**src/hdl/fpc_pkg.sv**
```systemverilog
// Shared types, constants and the input grading function for the fuzzy pH pump controller.
package fpc_pkg;

  localparam int PH_W          = 12;
  localparam int ERR_W         = 13;
  localparam int MU_W          = 17;
  localparam int PCT_W         = 15;
  localparam int NUM_IN        = 7;
  localparam int NUM_OUT       = 5;
  localparam int PCT_FULL      = 25600;
  localparam int SAMPLE_POINTS = 21;
  localparam int RCP_W         = 22;
  localparam int RCP_SH        = 24;

  typedef logic signed [ERR_W-1:0]    err_t;
  typedef logic [MU_W-1:0]            mu_t;
  typedef logic [PCT_W-1:0]           pct_t;
  typedef logic [NUM_OUT-1:0][MU_W-1:0] str_t;

  localparam mu_t         MU_ONE       = 17'h10000;
  localparam err_t        ERR_LIMIT    = 13'sd1536;
  localparam logic [PH_W-1:0] SETPOINT_RST = 12'd1792;

  // Input sets, in the order AA, MA, BA, N, BB, MB, AB.
  localparam err_t IN_A [NUM_IN] = '{-13'sd1536, -13'sd1536, -13'sd1024, -13'sd128,
                                     13'sd0, 13'sd768, 13'sd1152};
  localparam err_t IN_B [NUM_IN] = '{-13'sd1536, -13'sd1024, -13'sd512, 13'sd0,
                                     13'sd512, 13'sd1024, 13'sd1280};
  localparam err_t IN_C [NUM_IN] = '{-13'sd1408, -13'sd1024, -13'sd512, 13'sd0,
                                     13'sd512, 13'sd1024, 13'sd1536};
  localparam err_t IN_D [NUM_IN] = '{-13'sd1152, -13'sd768, 13'sd0, 13'sd128,
                                     13'sd1024, 13'sd1536, 13'sd1536};
  // Every input edge width is a power of two, so grading is a shift.
  localparam int IN_SL [NUM_IN] = '{0, 9, 9, 7, 9, 8, 7};
  localparam int IN_SR [NUM_IN] = '{8, 8, 9, 7, 9, 9, 0};

  // Output sets, in the order OFF, BP, MBP, MAP, ALL.
  localparam pct_t OUT_A [NUM_OUT] = '{15'd0, 15'd0, 15'd7680, 15'd15360, 15'd25600};
  localparam pct_t OUT_B [NUM_OUT] = '{15'd0, 15'd2560, 15'd10240, 15'd17920, 15'd25600};
  localparam pct_t OUT_C [NUM_OUT] = '{15'd0, 15'd2560, 15'd10240, 15'd17920, 15'd25600};
  localparam pct_t OUT_D [NUM_OUT] = '{15'd0, 15'd10240, 15'd12800, 15'd23040, 15'd25600};

  // Every sloped output edge is 512 times 5, 10 or 15 wide. The grade is then
  // floor(distance * 128 / k), taken as (distance * 128 * ceil(2^24 / k)) >> 24,
  // which is exact over each edge. Flat or single-point sides carry zero.
  localparam logic [RCP_W-1:0] OUT_RL [NUM_OUT] = '{22'd0, 22'd3355444, 22'd3355444,
                                                    22'd3355444, 22'd0};
  localparam logic [RCP_W-1:0] OUT_RR [NUM_OUT] = '{22'd0, 22'd1118482, 22'd3355444,
                                                    22'd1677722, 22'd0};

  // Consequent of each input set for the two pumps.
  localparam logic [2:0] ETH_MAP [NUM_IN] = '{3'd4, 3'd3, 3'd2, 3'd1, 3'd0, 3'd0, 3'd0};
  localparam logic [2:0] WAT_MAP [NUM_IN] = '{3'd0, 3'd0, 3'd0, 3'd1, 3'd3, 3'd2, 3'd4};

  // Grade of the clamped error against one input set.
  function automatic mu_t in_grade(input int k, input err_t e);
    logic [9:0] ofs;
    mu_t        g;
    ofs = '0;
    g   = '0;
    if (e < IN_A[k] || e > IN_D[k]) begin
      g = '0;
    end else if (e >= IN_B[k] && e <= IN_C[k]) begin
      g = MU_ONE;
    end else if (e < IN_B[k]) begin
      ofs = 10'(e - IN_A[k]);
      g   = MU_W'({ofs, 16'b0} >> IN_SL[k]);
    end else begin
      ofs = 10'(IN_D[k] - e);
      g   = MU_W'({ofs, 16'b0} >> IN_SR[k]);
    end
    return g;
  endfunction

endpackage

```
**src/hdl/fpc_div.sv**
```systemverilog
// Bit-serial restoring divider for the two centroid quotients.
module fpc_div #(
  parameter int DVD_W = 40,
  parameter int DSR_W = 23,
  parameter int CNT_W = $clog2(DVD_W + 1)
) (
  input  logic             clk,
  input  logic             rst_n,
  input  logic             start,
  input  logic [DVD_W-1:0] dividend,
  input  logic [DSR_W-1:0] divisor,
  input  logic [CNT_W-1:0] nbits,
  output logic             busy,
  output logic             done,
  output logic [DVD_W-1:0] quotient
);

  logic             busy_r, busy_nxt;
  logic             done_r, done_nxt;
  logic [CNT_W-1:0] cnt_r, cnt_nxt;
  logic [DVD_W-1:0] dvd_r, dvd_nxt;
  logic [DSR_W-1:0] dsr_r, dsr_nxt;
  logic [DSR_W-1:0] rem_r, rem_nxt;
  logic [DVD_W-1:0] q_r, q_nxt;
  logic [DSR_W:0]   trial;

  // One quotient bit per cycle, dividend consumed from the top.
  always_comb begin
    busy_nxt = busy_r;
    done_nxt = 1'b0;
    cnt_nxt  = cnt_r;
    dvd_nxt  = dvd_r;
    dsr_nxt  = dsr_r;
    rem_nxt  = rem_r;
    q_nxt    = q_r;
    trial    = {rem_r, dvd_r[DVD_W-1]};
    if (start) begin
      busy_nxt = 1'b1;
      cnt_nxt  = nbits;
      dvd_nxt  = dividend;
      dsr_nxt  = divisor;
      rem_nxt  = '0;
      q_nxt    = '0;
    end else if (busy_r) begin
      dvd_nxt = {dvd_r[DVD_W-2:0], 1'b0};
      if (trial >= {1'b0, dsr_r}) begin
        rem_nxt = DSR_W'(trial - {1'b0, dsr_r});
        q_nxt   = {q_r[DVD_W-2:0], 1'b1};
      end else begin
        rem_nxt = trial[DSR_W-1:0];
        q_nxt   = {q_r[DVD_W-2:0], 1'b0};
      end
      cnt_nxt = cnt_r - 1'b1;
      if (cnt_r == CNT_W'(1)) begin
        busy_nxt = 1'b0;
        done_nxt = 1'b1;
      end
    end
  end

  always_ff @(posedge clk) begin
    if (!rst_n) begin
      busy_r <= 1'b0;
      done_r <= 1'b0;
      cnt_r  <= '0;
    end else begin
      busy_r <= busy_nxt;
      done_r <= done_nxt;
      cnt_r  <= cnt_nxt;
    end
    dvd_r <= dvd_nxt;
    dsr_r <= dsr_nxt;
    rem_r <= rem_nxt;
    q_r   <= q_nxt;
  end

  assign busy     = busy_r;
  assign done     = done_r;
  assign quotient = q_r;

endmodule

```
**src/hdl/fpc_fuzz.sv**
```systemverilog
// Error computation, fuzzification and rule strengths per output set.
module fpc_fuzz (
  input  logic                    clk,
  input  logic                    load,
  input  logic [fpc_pkg::PH_W-1:0] setpoint,
  input  logic [fpc_pkg::PH_W-1:0] measured,
  output fpc_pkg::str_t           str_eth,
  output fpc_pkg::str_t           str_wat
);

  fpc_pkg::err_t diff;
  fpc_pkg::err_t err;
  fpc_pkg::mu_t  grades [fpc_pkg::NUM_IN];
  fpc_pkg::str_t eth_nxt, wat_nxt;
  fpc_pkg::str_t eth_r, wat_r;

  // Saturated error, setpoint minus measurement.
  always_comb begin
    diff = fpc_pkg::err_t'({1'b0, setpoint}) - fpc_pkg::err_t'({1'b0, measured});
    if (diff > fpc_pkg::ERR_LIMIT) begin
      err = fpc_pkg::ERR_LIMIT;
    end else if (diff < -fpc_pkg::ERR_LIMIT) begin
      err = -fpc_pkg::ERR_LIMIT;
    end else begin
      err = diff;
    end
  end

  // Grades of the seven input sets, then max per consequent set.
  always_comb begin
    eth_nxt = '0;
    wat_nxt = '0;
    for (int k = 0; k < fpc_pkg::NUM_IN; k++) begin
      grades[k] = fpc_pkg::in_grade(k, err);
    end
    for (int k = 0; k < fpc_pkg::NUM_IN; k++) begin
      if (grades[k] > eth_nxt[fpc_pkg::ETH_MAP[k]]) begin
        eth_nxt[fpc_pkg::ETH_MAP[k]] = grades[k];
      end
      if (grades[k] > wat_nxt[fpc_pkg::WAT_MAP[k]]) begin
        wat_nxt[fpc_pkg::WAT_MAP[k]] = grades[k];
      end
    end
  end

  always_ff @(posedge clk) begin
    if (load) begin
      eth_r <= eth_nxt;
      wat_r <= wat_nxt;
    end
  end

  assign str_eth = eth_r;
  assign str_wat = wat_r;

endmodule

```
**src/hdl/fuzzy_ph_pump_controller.sv**
```systemverilog
// Top level of the fuzzy pH pump controller: sequencer, accumulators and output register.
// Each transfer of a pH sample yields one result transfer holding both pump drives.
// The block takes one sample at a time and holds in_stall high until the result
// has been taken. Each sample point takes five output-set grades, one multiply
// and two accumulations. Sloped output grades come from a reciprocal
// multiplication; only the two centroid divisions use the bit-serial divider,
// and each division is skipped when its total membership is zero. The pH
// setpoint may be written at any time the block is idle and resets to 7.0 pH.
module fuzzy_ph_pump_controller #(
  parameter int SAMPLE_POINTS = fpc_pkg::SAMPLE_POINTS
) (
  input  logic                       clk,
  input  logic                       rst_n,
  input  logic                       cfg_wr_en,
  input  logic [fpc_pkg::PH_W-1:0]   cfg_wr_data,
  input  logic                       in_valid,
  output logic                       in_stall,
  input  logic [fpc_pkg::PH_W-1:0]   in_measured_ph,
  output logic                       out_valid,
  input  logic                       out_stall,
  output logic [fpc_pkg::PCT_W-1:0]  out_ethanol_power,
  output logic [fpc_pkg::PCT_W-1:0]  out_water_power
);

  localparam int SPAN   = SAMPLE_POINTS - 1;
  localparam int STEP_Q = fpc_pkg::PCT_FULL / SPAN;
  localparam int STEP_R = fpc_pkg::PCT_FULL % SPAN;
  localparam int REM_W  = $clog2(2 * SPAN);
  localparam int IDX_W  = $clog2(SAMPLE_POINTS);
  localparam int NUM_W  = $clog2(longint'(SAMPLE_POINTS) * 25600 * 65536 + 1);
  localparam int DEN_W  = $clog2(SAMPLE_POINTS * 65536 + 1);
  localparam int DVD_W  = NUM_W + 1;
  localparam int CNT_W  = $clog2(DVD_W + 1);
  localparam int PRD_W  = fpc_pkg::PCT_W + fpc_pkg::MU_W;
  localparam int GPR_W  = 13 + 7 + fpc_pkg::RCP_W;

  localparam logic [3:0] ST_IDLE  = 4'd0;
  localparam logic [3:0] ST_SET   = 4'd1;
  localparam logic [3:0] ST_MULE  = 4'd2;
  localparam logic [3:0] ST_ACCE  = 4'd3;
  localparam logic [3:0] ST_ACCW  = 4'd4;
  localparam logic [3:0] ST_DIVE  = 4'd5;
  localparam logic [3:0] ST_WAITE = 4'd6;
  localparam logic [3:0] ST_DIVW  = 4'd7;
  localparam logic [3:0] ST_WAITW = 4'd8;
  localparam logic [3:0] ST_OUT   = 4'd9;

  logic [3:0]                 state_r, state_nxt;
  logic [fpc_pkg::PH_W-1:0]   setpoint_r;
  logic [IDX_W-1:0]           idx_r, idx_nxt;
  logic [2:0]                 set_r, set_nxt;
  fpc_pkg::pct_t              x_r, x_nxt;
  logic [REM_W-1:0]           xrem_r, xrem_nxt;
  logic [REM_W-1:0]           xrem_sum;
  fpc_pkg::mu_t               mu_e_r, mu_e_nxt, mu_w_r, mu_w_nxt;
  logic [PRD_W-1:0]           prod_r, prod_nxt;
  logic [NUM_W-1:0]           num_e_r, num_e_nxt, num_w_r, num_w_nxt;
  logic [DEN_W-1:0]           den_e_r, den_e_nxt, den_w_r, den_w_nxt;
  fpc_pkg::pct_t              res_e_r, res_e_nxt, res_w_r, res_w_nxt;
  logic                       accept;
  fpc_pkg::str_t              str_eth, str_wat;
  fpc_pkg::mu_t               go;
  fpc_pkg::mu_t               se, sw;
  logic                       slope;
  logic [12:0]                edge_d;
  logic [fpc_pkg::RCP_W-1:0]  rcp;
  logic [GPR_W-1:0]           gprod;
  logic                       div_start;
  logic [DVD_W-1:0]           div_dividend;
  logic [DEN_W-1:0]           div_divisor;
  logic [CNT_W-1:0]           div_nbits;
  logic                       div_busy, div_done;
  logic [DVD_W-1:0]           div_q;

  assign accept    = in_valid && !in_stall;
  assign in_stall  = (state_r != ST_IDLE);
  assign out_valid = (state_r == ST_OUT);

  fpc_fuzz u_fuzz (
    .clk      (clk),
    .load     (accept),
    .setpoint (setpoint_r),
    .measured (in_measured_ph),
    .str_eth  (str_eth),
    .str_wat  (str_wat)
  );

  fpc_div #(
    .DVD_W (DVD_W),
    .DSR_W (DEN_W)
  ) u_div (
    .clk      (clk),
    .rst_n    (rst_n),
    .start    (div_start),
    .dividend (div_dividend),
    .divisor  (div_divisor),
    .nbits    (div_nbits),
    .busy     (div_busy),
    .done     (div_done),
    .quotient (div_q)
  );

  // Grade the current sample point against the current output set; a sloped
  // edge is divided by its constant width through a reciprocal multiplication.
  always_comb begin
    slope  = 1'b0;
    edge_d = '0;
    rcp    = '0;
    go     = '0;
    if (x_r < fpc_pkg::OUT_A[set_r] || x_r > fpc_pkg::OUT_D[set_r]) begin
      go = '0;
    end else if (x_r >= fpc_pkg::OUT_B[set_r] && x_r <= fpc_pkg::OUT_C[set_r]) begin
      go = fpc_pkg::MU_ONE;
    end else if (x_r < fpc_pkg::OUT_B[set_r]) begin
      slope  = 1'b1;
      edge_d = 13'(x_r - fpc_pkg::OUT_A[set_r]);
      rcp    = fpc_pkg::OUT_RL[set_r];
    end else begin
      slope  = 1'b1;
      edge_d = 13'(fpc_pkg::OUT_D[set_r] - x_r);
      rcp    = fpc_pkg::OUT_RR[set_r];
    end
    gprod = GPR_W'({edge_d, 7'b0}) * GPR_W'(rcp);
    if (slope) begin
      go = gprod[fpc_pkg::RCP_SH +: fpc_pkg::MU_W];
    end
    se = str_eth[set_r];
    sw = str_wat[set_r];
  end

  // Divider request for one of the two centroids.
  always_comb begin
    div_start    = 1'b0;
    div_dividend = DVD_W'(num_e_r) + DVD_W'(den_e_r >> 1);
    div_divisor  = den_e_r;
    div_nbits    = CNT_W'(DVD_W);
    unique case (state_r)
      ST_DIVE: begin
        div_start = (den_e_r != '0);
      end
      ST_DIVW: begin
        div_start    = (den_w_r != '0);
        div_dividend = DVD_W'(num_w_r) + DVD_W'(den_w_r >> 1);
        div_divisor  = den_w_r;
      end
      default: begin
        div_start = 1'b0;
      end
    endcase
  end

  // Sequencer over sample points and output sets.
  always_comb begin
    state_nxt = state_r;
    idx_nxt   = idx_r;
    set_nxt   = set_r;
    x_nxt     = x_r;
    xrem_nxt  = xrem_r;
    mu_e_nxt  = mu_e_r;
    mu_w_nxt  = mu_w_r;
    prod_nxt  = prod_r;
    num_e_nxt = num_e_r;
    num_w_nxt = num_w_r;
    den_e_nxt = den_e_r;
    den_w_nxt = den_w_r;
    res_e_nxt = res_e_r;
    res_w_nxt = res_w_r;
    xrem_sum  = xrem_r + REM_W'(STEP_R);
    unique case (state_r)
      ST_IDLE: begin
        if (accept) begin
          state_nxt = ST_SET;
          idx_nxt   = '0;
          set_nxt   = '0;
          x_nxt     = '0;
          xrem_nxt  = '0;
          mu_e_nxt  = '0;
          mu_w_nxt  = '0;
          num_e_nxt = '0;
          num_w_nxt = '0;
          den_e_nxt = '0;
          den_w_nxt = '0;
        end
      end
      ST_SET: begin
        mu_e_nxt = ((se < go) ? se : go) > mu_e_r ? ((se < go) ? se : go) : mu_e_r;
        mu_w_nxt = ((sw < go) ? sw : go) > mu_w_r ? ((sw < go) ? sw : go) : mu_w_r;
        if (set_r == 3'(fpc_pkg::NUM_OUT - 1)) begin
          state_nxt = ST_MULE;
        end else begin
          set_nxt   = set_r + 1'b1;
          state_nxt = ST_SET;
        end
      end
      ST_MULE: begin
        prod_nxt  = PRD_W'(x_r) * PRD_W'(mu_e_r);
        state_nxt = ST_ACCE;
      end
      ST_ACCE: begin
        num_e_nxt = num_e_r + NUM_W'(prod_r);
        den_e_nxt = den_e_r + DEN_W'(mu_e_r);
        prod_nxt  = PRD_W'(x_r) * PRD_W'(mu_w_r);
        state_nxt = ST_ACCW;
      end
      ST_ACCW: begin
        num_w_nxt = num_w_r + NUM_W'(prod_r);
        den_w_nxt = den_w_r + DEN_W'(mu_w_r);
        mu_e_nxt  = '0;
        mu_w_nxt  = '0;
        set_nxt   = '0;
        if (idx_r == IDX_W'(SPAN)) begin
          state_nxt = ST_DIVE;
        end else begin
          idx_nxt = idx_r + 1'b1;
          // Next point: add quotient and remainder of the step separately.
          if (xrem_sum >= REM_W'(SPAN)) begin
            xrem_nxt = xrem_sum - REM_W'(SPAN);
            x_nxt    = x_r + fpc_pkg::PCT_W'(STEP_Q) + 1'b1;
          end else begin
            xrem_nxt = xrem_sum;
            x_nxt    = x_r + fpc_pkg::PCT_W'(STEP_Q);
          end
          state_nxt = ST_SET;
        end
      end
      ST_DIVE: begin
        if (den_e_r == '0) begin
          res_e_nxt = '0;
          state_nxt = ST_DIVW;
        end else begin
          state_nxt = ST_WAITE;
        end
      end
      ST_WAITE: begin
        if (div_done) begin
          res_e_nxt = div_q[fpc_pkg::PCT_W-1:0];
          state_nxt = ST_DIVW;
        end
      end
      ST_DIVW: begin
        if (den_w_r == '0) begin
          res_w_nxt = '0;
          state_nxt = ST_OUT;
        end else begin
          state_nxt = ST_WAITW;
        end
      end
      ST_WAITW: begin
        if (div_done) begin
          res_w_nxt = div_q[fpc_pkg::PCT_W-1:0];
          state_nxt = ST_OUT;
        end
      end
      ST_OUT: begin
        if (!out_stall) begin
          state_nxt = ST_IDLE;
        end
      end
      default: begin
        state_nxt = ST_IDLE;
      end
    endcase
  end

  // Control state and the setpoint register.
  always_ff @(posedge clk) begin
    if (!rst_n) begin
      state_r    <= ST_IDLE;
      setpoint_r <= fpc_pkg::SETPOINT_RST;
      idx_r      <= '0;
      set_r      <= '0;
    end else begin
      state_r <= state_nxt;
      idx_r   <= idx_nxt;
      set_r   <= set_nxt;
      if (cfg_wr_en) begin
        setpoint_r <= cfg_wr_data;
      end
    end
  end

  // Datapath registers.
  always_ff @(posedge clk) begin
    x_r     <= x_nxt;
    xrem_r  <= xrem_nxt;
    mu_e_r  <= mu_e_nxt;
    mu_w_r  <= mu_w_nxt;
    prod_r  <= prod_nxt;
    num_e_r <= num_e_nxt;
    num_w_r <= num_w_nxt;
    den_e_r <= den_e_nxt;
    den_w_r <= den_w_nxt;
    res_e_r <= res_e_nxt;
    res_w_r <= res_w_nxt;
  end

  assign out_ethanol_power = res_e_r;
  assign out_water_power   = res_w_r;

`ifndef SYNTHESIS
  // The divider is never restarted while it is still working.
  assert property (@(posedge clk) disable iff (!rst_n) div_start |-> !div_busy)
    else $error("divider started while busy");
  // The point index never passes the last sample point.
  assert property (@(posedge clk) disable iff (!rst_n) idx_r <= IDX_W'(SPAN))
    else $error("sample point index out of range");
  // A finished divider result arrives only while the sequencer waits for it.
  assert property (@(posedge clk) disable iff (!rst_n)
    div_done |-> (state_r == ST_WAITE || state_r == ST_WAITW))
    else $error("divider result arrived with nobody waiting");
  // The output set counter stays within the five output sets.
  assert property (@(posedge clk) disable iff (!rst_n) set_r <= 3'(fpc_pkg::NUM_OUT - 1))
    else $error("output set index out of range");
`endif

endmodule

```
**config.mk**
```make
export PLATFORM = sky130hd
export DESIGN_NAME = fuzzy_ph_pump_controller
export DESIGN_NICKNAME = d
export VERILOG_FILES = /design/src/hdl/fpc_pkg.sv /design/src/hdl/fpc_div.sv /design/src/hdl/fpc_fuzz.sv /design/src/hdl/fuzzy_ph_pump_controller.sv
export SDC_FILE = /design/constraint.sdc
export NUM_CORES = 2
export LEC_CHECK = 0
export BUFFER_PORTS_ARGS = -buffer_cell sky130_fd_sc_hd__buf_2
export CORE_UTILIZATION = 65
export DETAILED_ROUTE_END_ITERATION = 7
export PLACE_DENSITY_LB_ADDON = 0.12
export SETUP_SLACK_MARGIN = 0.1
export SLEW_MARGIN = 20
export SYNTH_ARGS = -nofsm -noshare
export SYNTH_HDL_FRONTEND = slang
export SYNTH_HIERARCHICAL = 1
export SYNTH_SLANG_ARGS = --single-unit
export TNS_END_PERCENT = 5
```
**constraint.sdc**
```tcl
create_clock -name clk -period 16.1 [get_ports clk]
set_clock_uncertainty 0.15 [all_clocks]
set_input_delay 1.61 -clock clk [delete_from_list [all_inputs] [get_ports clk]]
set_output_delay 1.61 -clock clk [all_outputs]
set_load 0.02 [all_outputs]
```
==> flow_summary.ini <==
[outcome]
status = completed

[clocking]
cts_hold_buf = 0
clockRootBuffer = clkbuf_16
clk_pin_slew_ns = 0.07
h-tree-depth = 2
worst_skew_pair.late_latency_ns = 0.63
cts_tree = done
numCtsBuffers = 50
ctsResizeCount = 0
clock_sinks = 440
cts_buffer_depth = 3
postCtsSetupRepairBufs = 0

[sta]
relSlewSlack_pct = 24.34
setup_tns_ns = 0
worst_pin_slew_ns = 1.132
final_max_slew_viol_count = 0
setup_violations = 0
fin_crit_sh_pct = 91.43
hold_viol_final = 0
max_freq_ghz = 0.06793
setup_ws_ns = 1.380
rsz0062_at_grt = no
min_period_ns = 14.72
holdWs_ns = 0.3545

[grt]
grt.total_usage_pct = 36.65
grt_start_max_net_pins = 86
antenna_found_initial = 4
grt_pass1_vias = 44650
gr-total-overflow = 0
grt_pass1_wl_mm = 246.8

[place]
post-place-ws_ns = 1.392
dpl.cell_count = 7177
post-dp-hpwl_mm = 122.1
globalplace.congestion = 0.9678
portBuffers = 60

[die]
initial_utilization_pct = 66.01
fp-row-count = 106
die_area_um2 = 86430
die_y_um = 294.0
fp.coreArea_um2 = 83950
chipWidth_um = 294.0
ios = 61

[setup_path]
cp-end-kind = flop
crit_top_cell = o21a_1
cp-start-kind = flop
critical_path_class = reg -> reg
cp_max_fo = 36
max_stage_delay_ns = 0.90
slowest_stage = a211oi_1
crit_arrival_ns = 14.92
required_ns = 16.30

[detailed_routing]
ant_nets = 0
post_drt_wl_per_cell_um = 21.60
drt-initial-drc-count = 3605
drt_pass1_iterations = 8
drc = 0
wirelength_mm = 157.1
via_count = 45150
post_drt_via_cell_ratio = 6.209

[power]
powerDensity_nw_per_um2 = 131.3
p_leak_nw = 26.80
ir_drop_mv = 0.2042

[flow_run]
cap_violations = 0

[layout]
multi_input_area_um2 = 38740
area_growth_pct = 4.798
drive_above_1_share_pct = 6.014
fin_cells = 7271
fin_nets = 7193
num-fill-cells = 6806
seqCellArea_um2 = 12530

[synth]
synth_area_um2 = 55420
yosys_warnings = 6
syn_inst = 6173
avgSynthCellArea_um2 = 8.978

[worst_hold_path]
hold_path.class = reg -> reg
-- stage by stage --
step	area [um^2]	utilization, %	total power [mW]
6_report	58080	69.18	7.626
2_1_floorplan	55720	-	5.038
3_3_place_gp	56340	67.11	6.256
3_5_place_dp	56340	67.11	6.343
4_1_cts	58080	69.18	7.562
5_1_grt	58080	69.18	8.207
-- flip-flops by register name, summed over array words and instances, names as in the netlist, 32 cells and up --
name	cells
u_fuzz/str_wat	46
prod_r	32
u_div/dvd_r	37
num_w_r	36
num_e_r	36
u_fuzz/str_eth	39
-- power breakdown --
part	leakage, nW	internal, mW	switching, mW
clock network	0.843	0.693	0.507
logic	21.8	1.94	3.00
registers	4.17	1.39	0.101
-- cells in the final DEF, fill, tap and decap left out, types with 44 or more instances in the layout --
master,n
nor2_1,478
o21a_1,75
xnor2_1,135
a211oi_1,57
xor2_1,124
nand2_1,684
buf_4,71
nand4_1,55
a21oi_1,313
or3_1,44
buf_2,60
conb_1,83
mux2i_1,129
fa_1,491
nand2b_1,53
dfxtp_1,66
edfxtp_1,372
ha_1,578
o21ai_0,235
nand3_1,89
and2_1,176
inv_1,741
nor3_1,130
a21o_1,131
clkbuf_16,51
nor2b_1,67
-- final cells by class --
class / count / area share (%)
multi-input cells: 4725 / 66.70
flip-flops and latches: 440 / 21.58
clock buffers: 63 / 2.361
clock inverters: 30 / 0.6269
inverters: 747 / 4.852
repair buffers: 131 / 1.435
diodes: 1 / 0.004309
well taps: 1134 / 2.443
-- layer usage --
| layer | track usage [%] | vias to the layer above | routed length, um | part of all wire (%) |
|---|---|---|---|---|
| met5 | 0 | - | 36 | 0.023 |
| met4 | 16.04 | 6 | 7808 | 5.0 |
| met3 | 6.095 | 455 | 13350 | 8.5 |
| met2 | 59.56 | 1991 | 72560 | 46 |
| met1 | 48.30 | 21940 | 63320 | 40 |
| li1 | - | 20750 | - | - |
-- path summary, 6_finish.rpt --
kind / from / endpoint / slack, ns / cells past startpoint
min reg2reg: u_div/rem_r[12] / u_div/rem_r[13] / 0.35 / 2
max: set_r[0] / mu_e_r[5] / 1.38 / 57
max reg2reg: set_r[0] / mu_e_r[5] / 1.38 / 57
min: u_div/rem_r[12] / u_div/rem_r[13] / 0.35 / 2
-- critical path: cells and delay by family, from the launching register on --
| family | cells | cell delay, ns |
|---|---|---|
| compound gates | 27 | 6.60 |
| xor+xnor | 1 | 0.15 |
| fa+ha+maj | 11 | 4.17 |
| buf+inv | 9 | 1.29 |
| flops | 1 | 0.31 |
| simple gates | 9 | 1.78 |
Power figures use the tool's default switching activity.
